**src/design/hds_pkg.sv**
```systemverilog
package hds_pkg;

	// Grid and number formats
	localparam int MAX_DIM    = 1024;
	localparam int LINE_DEPTH = MAX_DIM + 2;
	localparam int DIM_W      = 11;
	localparam int COL_W      = $clog2(LINE_DEPTH);
	localparam int CELL_W     = 32;
	localparam int COEF_W     = 16;
	localparam int FRAC_BITS  = 16;

	// Arithmetic widths: Laplacian term, product, truncated term, final sum
	localparam int LAP_W  = CELL_W + 3;
	localparam int PROD_W = LAP_W + COEF_W + 1;
	localparam int TERM_W = PROD_W - COEF_W;
	localparam int SUM_W  = TERM_W + 2;

	// Configuration port
	localparam int CFG_IDX_W  = 2;
	localparam int CFG_DATA_W = 16;
	localparam logic [CFG_IDX_W-1:0] REG_GRID_DIM = 2'd0;
	localparam logic [CFG_IDX_W-1:0] REG_COEF_X   = 2'd1;
	localparam logic [CFG_IDX_W-1:0] REG_COEF_Y   = 2'd2;

	localparam logic [DIM_W-1:0]  RESET_DIM  = 11'd64;
	localparam logic [COEF_W-1:0] RESET_COEF = 16'd6554;

	// Request queue between front and back
	localparam int QUEUE_DEPTH = 4;
	localparam int QPTR_W      = $clog2(QUEUE_DEPTH);

	// Neighbourhood of one interior cell, as handed to the arithmetic
	typedef struct packed {
		logic signed [CELL_W-1:0] centre;
		logic signed [CELL_W-1:0] up;
		logic signed [CELL_W-1:0] down;
		logic signed [CELL_W-1:0] left;
		logic signed [CELL_W-1:0] right;
		logic                     last;
	} stencil_t;

	// Index of the last column/row of the haloed grid for a given interior size
	function automatic logic [DIM_W-1:0] dim_to_last(input logic [DIM_W-1:0] d);
		logic [DIM_W-1:0] dc;
		if (d == '0) begin
			dc = DIM_W'(1);
		end else if (d > DIM_W'(MAX_DIM)) begin
			dc = DIM_W'(MAX_DIM);
		end else begin
			dc = d;
		end
		return dc + DIM_W'(1);
	endfunction

endpackage

```
**src/design/hds_queue.sv**
```systemverilog
module hds_queue import hds_pkg::*; (
	input  logic     clk,
	input  logic     arst_n,
	input  logic     push,
	input  stencil_t push_data,
	output logic     full,
	input  logic     pop,
	output logic     avail,
	output stencil_t pop_data
);

	stencil_t          store_q [QUEUE_DEPTH];
	logic [QPTR_W-1:0] wr_q;
	logic [QPTR_W-1:0] rd_q;
	logic [QPTR_W:0]   count_q;

	assign full     = (count_q == (QPTR_W+1)'(QUEUE_DEPTH));
	assign avail    = (count_q != '0);
	assign pop_data = store_q[rd_q];

	// Write the entry
	always_ff @(posedge clk) begin
		if (push) begin
			store_q[wr_q] <= push_data;
		end
	end

	// Advance pointers and fill count
	always_ff @(posedge clk or negedge arst_n) begin
		if (!arst_n) begin
			wr_q    <= '0;
			rd_q    <= '0;
			count_q <= '0;
		end else begin
			if (push) begin
				wr_q <= wr_q + QPTR_W'(1);
			end
			if (pop) begin
				rd_q <= rd_q + QPTR_W'(1);
			end
			if (push && !pop) begin
				count_q <= count_q + (QPTR_W+1)'(1);
			end else if (pop && !push) begin
				count_q <= count_q - (QPTR_W+1)'(1);
			end
		end
	end

endmodule

```
**config.mk**
```make
export PLATFORM = sky130hd
export DESIGN_NAME = hds_queue
export DESIGN_NICKNAME = d
export VERILOG_FILES = /design/src/design/hds_pkg.sv /design/src/design/hds_queue.sv
export SDC_FILE = /design/constraint.sdc
export NUM_CORES = 1
export LEC_CHECK = 0
export BUFFER_PORTS_ARGS = -buffer_cell sky130_fd_sc_hd__buf_2
export CORE_MARGIN = 1.5
export CORE_UTILIZATION = 57
export CTS_CLUSTER_SIZE = 20
export DETAILED_ROUTE_END_ITERATION = 8
export MAX_ROUTING_LAYER = met4
export PLACE_DENSITY = 0.79
export SYNTH_ARGS = -nofsm -noshare
export SYNTH_HDL_FRONTEND = slang
export SYNTH_SLANG_ARGS = --single-unit
```
**constraint.sdc**
```tcl
create_clock -name clk -period 5.5 [get_ports clk]
set_input_delay 0.275 -clock clk [delete_from_list [all_inputs] [get_ports clk]]
set_output_delay 0.275 -clock clk [all_outputs]
set_load 0.02 [all_outputs]
```
==> metrics.txt, run 1 <==
status finished clean; Core ar. approximately 40,000 um^2; layout cell share with drive strength beyond 1 0.402; Chip Width 206 um; vias in the first global route approximately 12,000; Post-synth top cells edfxtp_1 (644), mux4_2 (161), buf_2 (19); htree depth 2; die height about 210 um; Pins Over Slew Limit 0; Port Buffers between 300 and 400; routed via count about 11,000; total CTS buffers 61; fraction of registers with async set/reset 0.0108; CTS Sinks 651; Psw 4.98 mW; GRT Resource Usage Total 0.233; Fin. Hold Viols 0; share of the synthesized area in the top cell type 0.820; DRT iter0 DRCs 789; Netlist Area Pre-Place between 20,000 and 25,000 um^2; post-CTS setup buffers 0; required time worst endpoint between 5 and 6 ns; IO Count around 330; Max clock buf depth 3; DIE AREA about 43,000 um^2; internal power approximately 11 mW; largest net degree at the start of global routing 85; antenna-violating nets left 0; final worst-path cycle share 0.600; Final Skew just over 0.02 ns; ys flop type edfxtp_1; drt pass-1 iters 7; Post-synth EDFFs between 600 and 700; Starting Density 0.578; Min Clock Period, post-route ~3.3 ns; Post-DP HPWL approximately 26,000 um; Crit path arrival time around 3 ns; sequential power share 0.441; synth warn 0; RSZ-0062 raised after global routing false; Yosys cell types 20; first-pass GRT wire length slightly above 70,000 um; CTS clk-pin slew, worst paths 0.07 ns; Mapped Nets approximately 1,000; Worst setup EP type output pin; Routed WL approximately 48,000 um; Seq/Total Area, Yosys 0.827; clk root buf clkbuf_16; maxcap violations 0; highest attainable clock frequency between 300 and 400 MHz; Mapped Cells around 900; CTS tree built; worst-path fanout max 63; vias per cell between 5 and 6; Syn Area/Cell 27.0 um^2; post-CTS sizing 0; Synth area leaders edfxtp_1 (82%), mux4_2 (15%), dfrtp_1 (0.74%); most frequent cell after synthesis edfxtp_1; Comb pwr share 0.309; TNS Setup 0 ns; Layout area overhead 24.4%; Total Power Consumption approximately 16 mW; filler cell count approximately 2,300; # DRC 0; fin nets 1,576; Final setup viols 0; Slew @ Worst Pin 0.982 ns; number of core rows 74; Tightest Hold Check Type input pin to asynchronous set/reset pin; initial antenna violation count 3; post-synth top area cell edfxtp_1; clock power share 0.250; WL per Instance approximately 24 um; power density cells 532 nW/um^2; worst hold slack roughly 0.046 ns; FF+latch count, synth approximately 650; Clock Latency Late Sink 0.61 ns; CP Launch Type flip-flop; VDD IR max approximately 0.00040 V; crit path kind flip-flop to output pin; routability cong. 0.746; Sw Ratio 0.318; Reg2Reg Depth 4; LEAKAGE between 10 and 15 nW; grt ovf 0; Slew HR 0.345
cell families (layout without fill, tap and decap cells):
kind of cell / Yosys count / after routing / share of synthesized area
flip-flops: 651 / 651 / 0.827
multiplexers: 162 / 162 / 0.154
buffers and inverters: 40 / 621 / 0.0104
AND/OR/NAND/NOR: 9 / 9 / 0.00212
adder cells (fa/ha/maj): 6 / 6 / 0.00350
XOR/XNOR: 6 / 6 / 0.00223
AO/OA/AOI/OAI: 1 / 1 / 0.000212
other: 0 / 3 / 0
worst paths after layout:
path / startpoint / to / slack (ns)
setup / recovery: rd_q[0] / pop_data[118] / 2.20
max in group asynchronous: arst_n / rd_q[1] / 5.26
min in group clk: push_data[0] / store_q[3][0] / 0.42
hold reg to reg: count_q[2] / count_q[2] / 0.49
hold / removal: arst_n / wr_q[0] / 0.05
setup reg to reg: wr_q[0] / store_q[0][135] / 3.01
flip-flops by register name, summed over array words and instances (netlist names):
name and count:
count_q 3, rd_q 2, store_q 644, wr_q 2
timing repair:
action / CTS / global route
endpoints found under the hold margin: 655 / 0
endpoints found under the setup margin: 0 / 0
hold buffers: 164 / 0
worst max-delay path, stage by stage, from the launching register on:
cell and delay (ns):
dfrtp_4 1.06, buf_12 0.50, mux4_2 0.60, buf_2 0.18
cell type report:
| class | instances | area (um^2) | share of cell area |
|---|---|---|---|
| Tap cell | 532 | 666 | 0.0227 |
| Antenna cell | 3 | 7.51 | 0.000256 |
| Sequential cell | 651 | 19500 | 0.665 |
| Multi-Input combinational cell | 184 | 3840 | 0.131 |
| Clock buffer | 81 | 1640 | 0.0560 |
| Timing Repair Buffer | 503 | 3460 | 0.118 |
| Inverter | 4 | 15.0 | 0.000512 |
| Clock inverter | 33 | 204 | 0.00695 |
through the flow:
step | setup WS [ns] | cell area (um^2) | instances | util
2_1_floorplan | 0.668 | 23600 | 875 | -
3_3_place_gp | 2.71 | 25900 | 1710 | 0.633
3_5_place_dp | 2.70 | 25900 | 1710 | 0.633
4_1_cts | 2.04 | 29300 | 1988 | 0.719
5_1_grt | 1.93 | 29400 | 1991 | 0.719
6_report | 2.20 | 29400 | 1991 | 0.719
power by group through the flow:
stage                     clock, mW  sequential [mW]  combinational, mW
after floorplan                   0             6.86               3.44
after global placement            0             6.91               4.73
after detailed placement          0             6.99               4.76
after CTS                      3.96             6.90               4.89
after global routing           4.16             6.98               5.13
final                          3.91             6.89               4.83
layer usage:
metal | global-route usage | wire length, um | vias to the layer above
li1 | - | - | 4869
met1 | 0.285 | 18100 | 5934
met2 | 0.387 | 25200 | 404
met3 | 0.0656 | 3660 | 78
met4 | 0.0611 | 1030 | 0
met5 | - | 0 | -
cell usage in the layout, fill, tap and decap left out, drive strengths merged:
cell,n
inv,6
nor2,1
xor2,4
dfrtp,7
clkbuf,81
edfxtp,644
buf,339
bufinv,2
clkinv,29
and2,4
dlygate4sd3,164
mux2,1
o21ai,1
nor3b,1
xnor2,2
nand2,2
or3,1
fa,1
mux4,161
diode,3
ha,5
(Power assumes the default switching activity.)
==> run 2, diff against run 1 <==
clock period = 3.4 ns   (was 5.5 ns; I/O delays follow)
==> metrics.txt, run 2 (synthesis gave the netlist of run 1 again) <==
Port Buffers 327 (unchanged); DRT iter0 DRCs 832 (+5.4%); Tightest Hold Check Type input pin to flip-flop; top sig layer met4; final worst-path cycle share 0.800; placed insts 1,730 (+1.2%); commonest non-fill, non-tap cell in the layout edfxtp_1; GRT Resource Usage Total 0.244 (+0.0108); power density cells 884 nW/um^2 (+66%); # DRC 0 (unchanged); Pins Over Slew Limit 0 (unchanged); commonest cells after routing, fill and taps aside edfxtp_1 (644), buf_2 (327), dlygate4sd3_1 (165); worst-path fanout max 29 (-54%); initial antenna violation count 4 (+1); # hold bufs at CTS 165 (+0.61%); routed via count 11,600 (+3.1%); routability cong. 0.766 (+2.7%); Final Instance Count excl. Fillers 2,015 (+1.2%); CP Launch Type flip-flop; worst hold slack 0.332 ns (+0.286 ns); required time worst endpoint 3.23 ns (-1.99 ns); first-pass GRT wire length 73,600 um (+4.5%); clk root buf clkbuf_16; Sw Ratio 0.316 (-0.00269); Max clock buf depth 3 (unchanged); min setup slack post-route 0.679 ns (-1.52 ns); TNS Setup 0 ns (unchanged); status finished clean; Crit path arrival time 2.55 ns (-0.48 ns); Post-DP HPWL 27,300 um (+5.4%); sequential power share 0.418 (-0.023); drt pass-1 iters 5 (-2); pre-CTS WS 1.28 ns (-1.42 ns); RSZ-0062 raised after global routing false; Slew @ Worst Pin 0.797 ns (-0.185 ns); Final Skew 0.0112 ns (-0.00916 ns); Min Clock Period, post-route between 2 and 3 ns; Worst setup EP type output pin; Core ar. 40,800 um^2 (unchanged); Fin. Hold Viols 0 (unchanged); die height 206 um (unchanged); WL met2 25,300 um (+0.51%); Comb pwr share 0.311 (+0.002); Chip Width 206 um (unchanged); grt ovf 0 (unchanged); WL per Instance 24.7 um (+2.5%); Sequential cell area 19,500 um^2 (unchanged); cell area after layout 29,900 um^2 (+2.0%); Slew HR 0.469 (+0.124); filler cell count 2,197 (-5.6%); Starting Density 0.578 (unchanged); LEAKAGE 10.4 nW (+2.8%); internal power 18.1 mW (+70%); footprint of the multi-input gates 3840 um^2 (unchanged); max FFs per register 644 (unchanged); maxcap violations 0 (unchanged); Largest regs store_q x644, count_q x3; largest reg by FF count store_q; CTS clk-pin slew, worst paths 0.06 ns (about the same); Clock Latency Late Sink 0.58 ns (-0.03 ns); DIE AREA 42,600 um^2 (unchanged); WL met1 19,000 um (+5.1%); CTS Sinks 651 (unchanged); Layout area overhead 26.9%; Total Power Consumption 26.5 mW (+69%); highest attainable clock frequency around 370 MHz; layout cell share with drive strength beyond 1 0.422 (+0.0204); Routed WL 49,800 um (+3.7%); antenna-violating nets left 0 (unchanged); CTS tree built; Layout Utilization 0.733 (+0.0141); largest net degree at the start of global routing 92 (+8.2%); post-CTS setup buffers 0 (unchanged); met3 wire len 4040 um (+10%); htree depth 3 (+1); crit path kind flip-flop to output pin; post-CTS sizing 0 (unchanged); fin nets 1,602 (+1.6%); Placed Instance Area 26,100 um^2 (+1.0%); vias per cell 5.77 (+1.8%); vias in the first global route 12,300 (+0.66%); IO Count 328 (unchanged); total CTS buffers 66 (+8.2%); clock power share 0.271 (+0.021); number of core rows 74 (unchanged); Final setup viols 0 (unchanged); VDD IR max 0.000613 V (+55%); Psw 8.35 mW (+68%)
## run 2: cell type report
cell class	instances	share of cell area
repair buffers	524	0.125
diodes	5	0.000418
inverters	4	0.000502
multi-input cells	184	0.128
flip-flops and latches	651	0.652
clock inverters	35	0.0127
clock buffers	80	0.0590
well taps	532	0.0222
## run 2: routing by layer
layer	vias to the layer above	GRT usage
met5	-	-
met4	0	0.0864
met3	113	0.0601
met2	534	0.388
met1	6059	0.311
li1	4924	-
## run 2: power groups by stage
| stage | clock network, mW | logic [mW] | registers (mW) |
|---|---|---|---|
| 2_1_floorplan | 0 | 5.57 | 10.9 |
| 3_3_place_gp | 0 | 8.05 | 11.1 |
| 3_5_place_dp | 0 | 8.08 | 11.2 |
| 4_1_cts | 7.25 | 8.32 | 11.0 |
| 5_1_grt | 7.57 | 8.73 | 11.2 |
| 6_report | 7.17 | 8.23 | 11.1 |
## run 2: path summary, 6_finish.rpt
| kind | end | slack (ns) | start | cells past startpoint |
|---|---|---|---|---|
| hold / removal | store_q[0][142] | 0.33 | push_data[142] | 2 |
| hold reg to reg | count_q[2] | 0.51 | count_q[2] | 1 |
| min in group asynchronous | rd_q[0] | 0.64 | arst_n | 3 |
| setup reg to reg | store_q[0][160] | 1.36 | wr_q[0] | 4 |
| max in group asynchronous | rd_q[1] | 2.44 | arst_n | 3 |
| setup / recovery | pop_data[69] | 0.68 | rd_q[0] | 3 |
## run 2: worst max-delay path: stages, from the launching register on
cell     delay (ns)
dfrtp_4        0.88
buf_4          0.34
mux4_2         0.55
buf_2          0.18
