==> src/design/hds_pkg.sv <==
package hds_pkg;

	// Grid and number formats
	localparam int MAX_DIM    = 1024;
	localparam int LINE_DEPTH = MAX_DIM + 2;
	localparam int DIM_W      = 11;
	localparam int COL_W      = $clog2(LINE_DEPTH);
	localparam int CELL_W     = 32;
	localparam int COEF_W     = 16;
	localparam int FRAC_BITS  = 16;

	// Arithmetic widths: Laplacian term, product, truncated term, final sum
	localparam int LAP_W  = CELL_W + 3;
	localparam int PROD_W = LAP_W + COEF_W + 1;
	localparam int TERM_W = PROD_W - COEF_W;
	localparam int SUM_W  = TERM_W + 2;

	// Configuration port
	localparam int CFG_IDX_W  = 2;
	localparam int CFG_DATA_W = 16;
	localparam logic [CFG_IDX_W-1:0] REG_GRID_DIM = 2'd0;
	localparam logic [CFG_IDX_W-1:0] REG_COEF_X   = 2'd1;
	localparam logic [CFG_IDX_W-1:0] REG_COEF_Y   = 2'd2;

	localparam logic [DIM_W-1:0]  RESET_DIM  = 11'd64;
	localparam logic [COEF_W-1:0] RESET_COEF = 16'd6554;

	// Request queue between front and back
	localparam int QUEUE_DEPTH = 4;
	localparam int QPTR_W      = $clog2(QUEUE_DEPTH);

	// Neighbourhood of one interior cell, as handed to the arithmetic
	typedef struct packed {
		logic signed [CELL_W-1:0] centre;
		logic signed [CELL_W-1:0] up;
		logic signed [CELL_W-1:0] down;
		logic signed [CELL_W-1:0] left;
		logic signed [CELL_W-1:0] right;
		logic                     last;
	} stencil_t;

	// Index of the last column/row of the haloed grid for a given interior size
	function automatic logic [DIM_W-1:0] dim_to_last(input logic [DIM_W-1:0] d);
		logic [DIM_W-1:0] dc;
		if (d == '0) begin
			dc = DIM_W'(1);
		end else if (d > DIM_W'(MAX_DIM)) begin
			dc = DIM_W'(MAX_DIM);
		end else begin
			dc = d;
		end
		return dc + DIM_W'(1);
	endfunction

endpackage

==> src/design/hds_back.sv <==
module hds_back import hds_pkg::*; (
	input  logic                     clk,
	input  logic                     arst_n,
	input  logic                     avail,
	input  stencil_t                 req,
	output logic                     pop,
	input  logic [COEF_W-1:0]        coef_x,
	input  logic [COEF_W-1:0]        coef_y,
	output logic                     out_valid,
	input  logic                     out_stall,
	output logic signed [CELL_W-1:0] new_value,
	output logic                     last_cell
);

	logic                     en;
	logic                     valid_s1;
	logic                     valid_s2;
	logic                     out_valid_q;
	logic signed [CELL_W-1:0] ctr_s1;
	logic signed [CELL_W-1:0] ctr_s2;
	logic signed [LAP_W-1:0]  lap_v;
	logic signed [LAP_W-1:0]  lap_h;
	logic signed [LAP_W-1:0]  lapv_s1;
	logic signed [LAP_W-1:0]  laph_s1;
	logic                     last_s1;
	logic                     last_s2;
	logic signed [COEF_W:0]   cx;
	logic signed [COEF_W:0]   cy;
	logic signed [PROD_W-1:0] prod_x;
	logic signed [PROD_W-1:0] prod_y;
	logic signed [TERM_W-1:0] tx_s2;
	logic signed [TERM_W-1:0] ty_s2;
	logic signed [SUM_W-1:0]  sum;
	logic signed [CELL_W-1:0] sat;
	logic signed [CELL_W-1:0] new_value_q;
	logic                     last_q;

	// The whole pipe moves whenever the output register can take a result
	assign en  = !out_valid_q || !out_stall;
	assign pop = en && avail;

	// Stage one: second differences in both directions
	assign lap_v = LAP_W'(req.up) + LAP_W'(req.down) - (LAP_W'(req.centre) <<< 1);
	assign lap_h = LAP_W'(req.left) + LAP_W'(req.right) - (LAP_W'(req.centre) <<< 1);

	// Stage two: scale by the coefficients, drop the fraction (floor)
	assign cx     = {1'b0, coef_x};
	assign cy     = {1'b0, coef_y};
	assign prod_x = lapv_s1 * cx;
	assign prod_y = laph_s1 * cy;

	// Stage three: add to the centre and saturate
	assign sum = SUM_W'(ctr_s2) + SUM_W'(tx_s2) + SUM_W'(ty_s2);
	always_comb begin
		if (sum[SUM_W-1:CELL_W-1] == '0 || sum[SUM_W-1:CELL_W-1] == '1) begin
			sat = sum[CELL_W-1:0];
		end else if (sum[SUM_W-1]) begin
			sat = {1'b1, {(CELL_W-1){1'b0}}};
		end else begin
			sat = {1'b0, {(CELL_W-1){1'b1}}};
		end
	end

	// Valid bits
	always_ff @(posedge clk or negedge arst_n) begin
		if (!arst_n) begin
			valid_s1    <= 1'b0;
			valid_s2    <= 1'b0;
			out_valid_q <= 1'b0;
		end else if (en) begin
			valid_s1    <= avail;
			valid_s2    <= valid_s1;
			out_valid_q <= valid_s2;
		end
	end

	// Payload pipeline
	always_ff @(posedge clk) begin
		if (en) begin
			ctr_s1      <= req.centre;
			lapv_s1     <= lap_v;
			laph_s1     <= lap_h;
			last_s1     <= req.last;
			ctr_s2      <= ctr_s1;
			tx_s2       <= prod_x[PROD_W-1:COEF_W];
			ty_s2       <= prod_y[PROD_W-1:COEF_W];
			last_s2     <= last_s1;
			new_value_q <= sat;
			last_q      <= last_s2;
		end
	end

	assign out_valid = out_valid_q;
	assign new_value = new_value_q;
	assign last_cell = last_q;

endmodule
==> config.mk <==
export PLATFORM = sky130hd
export DESIGN_NAME = hds_back
export DESIGN_NICKNAME = d
export VERILOG_FILES = /design/src/design/hds_pkg.sv /design/src/design/hds_back.sv
export SDC_FILE = /design/constraint.sdc
export NUM_CORES = 2
export LEC_CHECK = 0
export ABC_AREA = 1
export BUFFER_PORTS_ARGS = -buffer_cell sky130_fd_sc_hd__buf_2
export CAP_MARGIN = 15
export CORE_UTILIZATION = 35
export CTS_BUF_LIST = sky130_fd_sc_hd__clkbuf_4
export DETAILED_ROUTE_END_ITERATION = 8
export GPL_TIMING_DRIVEN = 0
export SLEW_MARGIN = 20
export SYNTH_ARGS = -nofsm -noshare
export SYNTH_HDL_FRONTEND = slang
export SYNTH_SLANG_ARGS = --single-unit
export TNS_END_PERCENT = 30
==> constraint.sdc <==
create_clock -name clk -period 8.1 [get_ports clk]
set_clock_uncertainty 0.2 [all_clocks]
set_input_delay 0.405 -clock clk [delete_from_list [all_inputs] [get_ports clk]]
set_output_delay 0.405 -clock clk [all_outputs]
set_load 0.1 [all_outputs]
==> qor_table.md <==
| Item | Value |
| --- | --- |
| Overall via count from detail_route | 45100 |
| Critical Path End Type | flop |
| Cell with the most instances after synthesis | sky130_fd_sc_hd__inv_1 |
| Maximum number of pins on one net before global-route repair | 56 |
| Starting density of the core | 35.4% |
| Clock tree from TritonCTS | built |
| Number of global-route vias before repair | 46900 |
| Number of nets with antenna violations after detailed routing | 0 |
| Height of the chip | 401 um |
| Reg-to-reg critical path startpoint | lapv_s1[9]$_DFFE_PN_ |
| Critical Path Start | lapv_s1[9]$_DFFE_PN_ |
| Net Count, Synth | 8555 |
| Post-DR vias/cell | 4.83 |
| Synthesized instance count | 6889 |
| CP Class | flop to flop |
| Hold Fails Final Rpt | 0 |
| Area occupied by registers | 7190 um^2 |
| Layout cells sized above 1 | 4.85% |
| Hold/Removal Path Class | primary input to flop |
| Worst slew margin relative to its limit | 16.3% |
| Chain of cells forming the critical path | clkbuf_1 -> clkbuf_1 -> nand2_1 -> fa_1 -> inv_1 -> fa_1 -> fa_1 -> fa_1 -> fa_1 -> inv_1 -> fa_1 -> inv_1 -> ha_1 -> nand2_1 -> nor2_1 -> nand2_1 -> nor4_1 -> nand3_1 -> nand3_1 -> nand3_1 -> nand2_1 -> xor2_1 |
| CP Max Fanout | 10 |
| Req. time, crit path | 8.57 ns |
| Clock root buffer | sky130_fd_sc_hd__clkbuf_4 |
| Post-synth EDFFs | 237 |
| Htree depth | 3 |
| Overall die area | 161000 um^2 |
| Number of cells on the worst reg-to-reg path | 22 |
| Ratio of final minimum period to clock period | 96.8% |
| Row Count | 145 |
| Dominant cell type by area after synthesis | sky130_fd_sc_hd__fa_1 |
| Initial antenna violation count | 19 |
| Sequential share of the synthesized area | 12.9% |
| Avg Cell Area, Syn | 8.08 um^2 |
| Async set-or-reset flop fraction in the synthesized netlist | 1.25% |
| Top cells by instance count after synthesis | 2085 x sky130_fd_sc_hd__inv_1, 1707 x sky130_fd_sc_hd__nand2_1, 1130 x sky130_fd_sc_hd__fa_1 |
| Overall fraction of global-route tracks in use | 23.8% |
| Synthesized cell area | 55600 um^2 |
| Dpl cell area | 59400 um^2 |
| Number of warnings issued by yosys | 0 |
| Crit-path most repeated cell | sky130_fd_sc_hd__fa_1 |
| Net total in the final layout | 8876 |
| Number of slew-limit violations in the final report | 0 |
| Total setup violations reported at the end of the flow | 0 |
| Data arrival at the endpoint of the critical path | 8.32 ns |
| DRC errors left | 0 |
| Detailed Route WL | 189000 um |
| Count of TritonRoute iterations in the first routing pass | 6 |
| Core box area | 157000 um^2 |
| Setup crit start kind | flop |
| Total CTS buffers | 71 |
| Maximum number of buffers from clock root to sink | 3 |
| # IOs | 232 |
| Half-perimeter wire length of the detailed placement result | 161000 um |
| Global route overflow | 0 |
| Hold path cells | 5 |
| FF+latch count, synth | 240 |
| Unrepaired setup endpoints after global routing | no |
| Delay contributed by the slowest stage of the critical path | 0.63 ns |
| WL per Instance | 20.3 um |
| # port buffers | 199 |
| Wire length of the first global-routing pass | 286000 um |
| Total area of multi-input combinational cells | 39600 um^2 |
| Chip width | 401 um |
| Upper clock frequency limit | 127 MHz |
| Final worst hold slack | 0.126 ns |
| Critical Path Slowest Stage Cell | sky130_fd_sc_hd__clkbuf_1 |
| Post-Route Utilization | 38.6% |
| Clock sink count | 240 |
| Worst Max-Slew Pin Slew | 1.26 ns |
| Area share of the largest cell type after synthesis | 40.7% |
| Clock-pin slew on the worst setup and hold paths | 0.06 ns |
| DR iter-0 viols | 3719 |
| Area Growth Syn to Fin | 9.08% |
| Outcome | complete, no violations |
| Minimum period implied by the final worst setup slack | 7.84 ns |
| Clock network latency to the later pin of the worst-skew pair | 0.90 ns |
| Final weighted congestion in routability-driven placement | 0.967 |
| Critical hold path startpoint | req[64] |
| Leading post-synthesis cells by cell area | sky130_fd_sc_hd__fa_1 41%, sky130_fd_sc_hd__inv_1 14%, sky130_fd_sc_hd__edfxtp_1 13% |
| Prevailing post-synth register cell | sky130_fd_sc_hd__edfxtp_1 |
| Max-Cap Viols | 0 |
| Fill cell instance count of the final layout | 16400 |
| Final instance area | 60700 um^2 |
| Yosys cell types | 46 |
## logic make-up after synthesis
kind of cell / Yosys count / synth area share [%]
AOI/OAI and AO/OA: 485 / 4.83
xor gates and xnor gates: 176 / 2.77
adders and majority gates: 1469 / 48.3
buffers and inverters: 2357 / 16.0
DFF: 240 / 12.9
and+or+nand+nor: 2162 / 15.2
## stage by stage
stage / TNS (ns) / std cells / worst slack, ns
CTS: 0 / 9321 / 0.391
detailed placement: 0 / 9151 / 0.0933
global route: 0 / 9329 / 0.0335
finish: 0 / 9331 / 0.256
global placement: -224.50 / 9146 / -1.78
floorplan: 0 / 6889 / 0.364
## final cells by class
class                      count  share of cell area [%]
clock inverter                34                   0.309
buffer                       268                    1.74
sequential                   240                    11.8
clock buffer                  92                    1.14
tap                         2058                    4.24
inverter                    2089                    12.9
timing repair buffer         248                    2.58
multi-input combinational   4292                    65.2
antenna                       10                  0.0412
## layout by cell type (no fill, tap or decap), types with 4 or more instances in the layout
| master | count |
|---|---|
| sky130_fd_sc_hd__nand2_1 | 1706 |
| sky130_fd_sc_hd__buf_6 | 6 |
| sky130_fd_sc_hd__edfxtp_1 | 237 |
| sky130_fd_sc_hd__nor3_1 | 23 |
| sky130_fd_sc_hd__clkbuf_1 | 258 |
| sky130_fd_sc_hd__and3_1 | 5 |
| sky130_fd_sc_hd__nand3_1 | 96 |
| sky130_fd_sc_hd__inv_1 | 2085 |
| sky130_fd_sc_hd__fa_1 | 1130 |
| sky130_fd_sc_hd__xnor2_1 | 63 |
| sky130_fd_sc_hd__buf_2 | 201 |
| sky130_fd_sc_hd__nand3_2 | 5 |
| sky130_fd_sc_hd__o211ai_1 | 4 |
| sky130_fd_sc_hd__buf_16 | 4 |
| sky130_fd_sc_hd__dlygate4sd3_1 | 44 |
| sky130_fd_sc_hd__nand4_1 | 18 |
| sky130_fd_sc_hd__nand2_2 | 10 |
| sky130_fd_sc_hd__o21ai_0 | 122 |
| sky130_fd_sc_hd__nor4_1 | 16 |
| sky130_fd_sc_hd__nor2_1 | 269 |
| sky130_fd_sc_hd__ha_1 | 339 |
| sky130_fd_sc_hd__o21bai_1 | 22 |
| sky130_fd_sc_hd__xor2_1 | 113 |
| sky130_fd_sc_hd__a31oi_1 | 29 |
| sky130_fd_sc_hd__a21oi_1 | 246 |
| sky130_fd_sc_hd__a211oi_1 | 5 |
| sky130_fd_sc_hd__nor2_2 | 6 |
| sky130_fd_sc_hd__clkinv_1 | 20 |
| sky130_fd_sc_hd__a21boi_0 | 8 |
| sky130_fd_sc_hd__a21o_1 | 25 |
| sky130_fd_sc_hd__o21a_1 | 10 |
| sky130_fd_sc_hd__clkbuf_4 | 92 |
| sky130_fd_sc_hd__clkinv_2 | 11 |
| sky130_fd_sc_hd__diode_2 | 10 |
## sequential cells by signal (all words and copies together) (netlist names), 32 cells and up
| register | flops |
|---|---|
| ctr_s2 | 32 |
| tx_s2 | 35 |
| ctr_s1 | 32 |
| ty_s2 | 35 |
| laph_s1 | 34 |
| new_value | 32 |
| lapv_s1 | 34 |
## per-layer routing
metal / up-vias / part of all wire, % / track usage, %
li1: 20500 / - / -
met1: 22300 / 44 / 33.2
met2: 1907 / 43 / 35.9
met3: 393 / 8.7 / 5.06
met4: 2 / 4.6 / 9.78
met5: - / 0.0042 / 0
## worst max-delay path: cells and delay by family, from the launching register on
kind,cells,cell delay [ns]
flip-flops,1,0.49
AND/OR/NAND/NOR,9,1.78
buffers and inverters,5,1.43
XOR/XNOR,1,0.19
adder cells (fa/ha/maj),7,3.52
## worst paths after layout
| path | end | slack (ns) |
|---|---|---|
| max reg2reg | tx_s2[29]$_DFFE_PN_ | 0.26 |
| max in group asynchronous | valid_s1$_DFFE_PN0N_ | 7.36 |
| min in group asynchronous | valid_s2$_DFFE_PN0N_ | 0.20 |
| min reg2reg | ctr_s2[31]$_DFFE_PN_ | 0.21 |
| min | laph_s1[33]$_DFFE_PN_ | 0.13 |
| max | tx_s2[29]$_DFFE_PN_ | 0.26 |
## repair_timing
item / in CTS / in global routing
hold buffers: 44 / 0
gates resized for setup: 0 / 0
buffers inserted: 0 / 0
hold endpoints to repair: 89 / 0
Power is not shown: default switching activity piles up to over one toggle a cycle in this logic, so the estimate is an artifact.
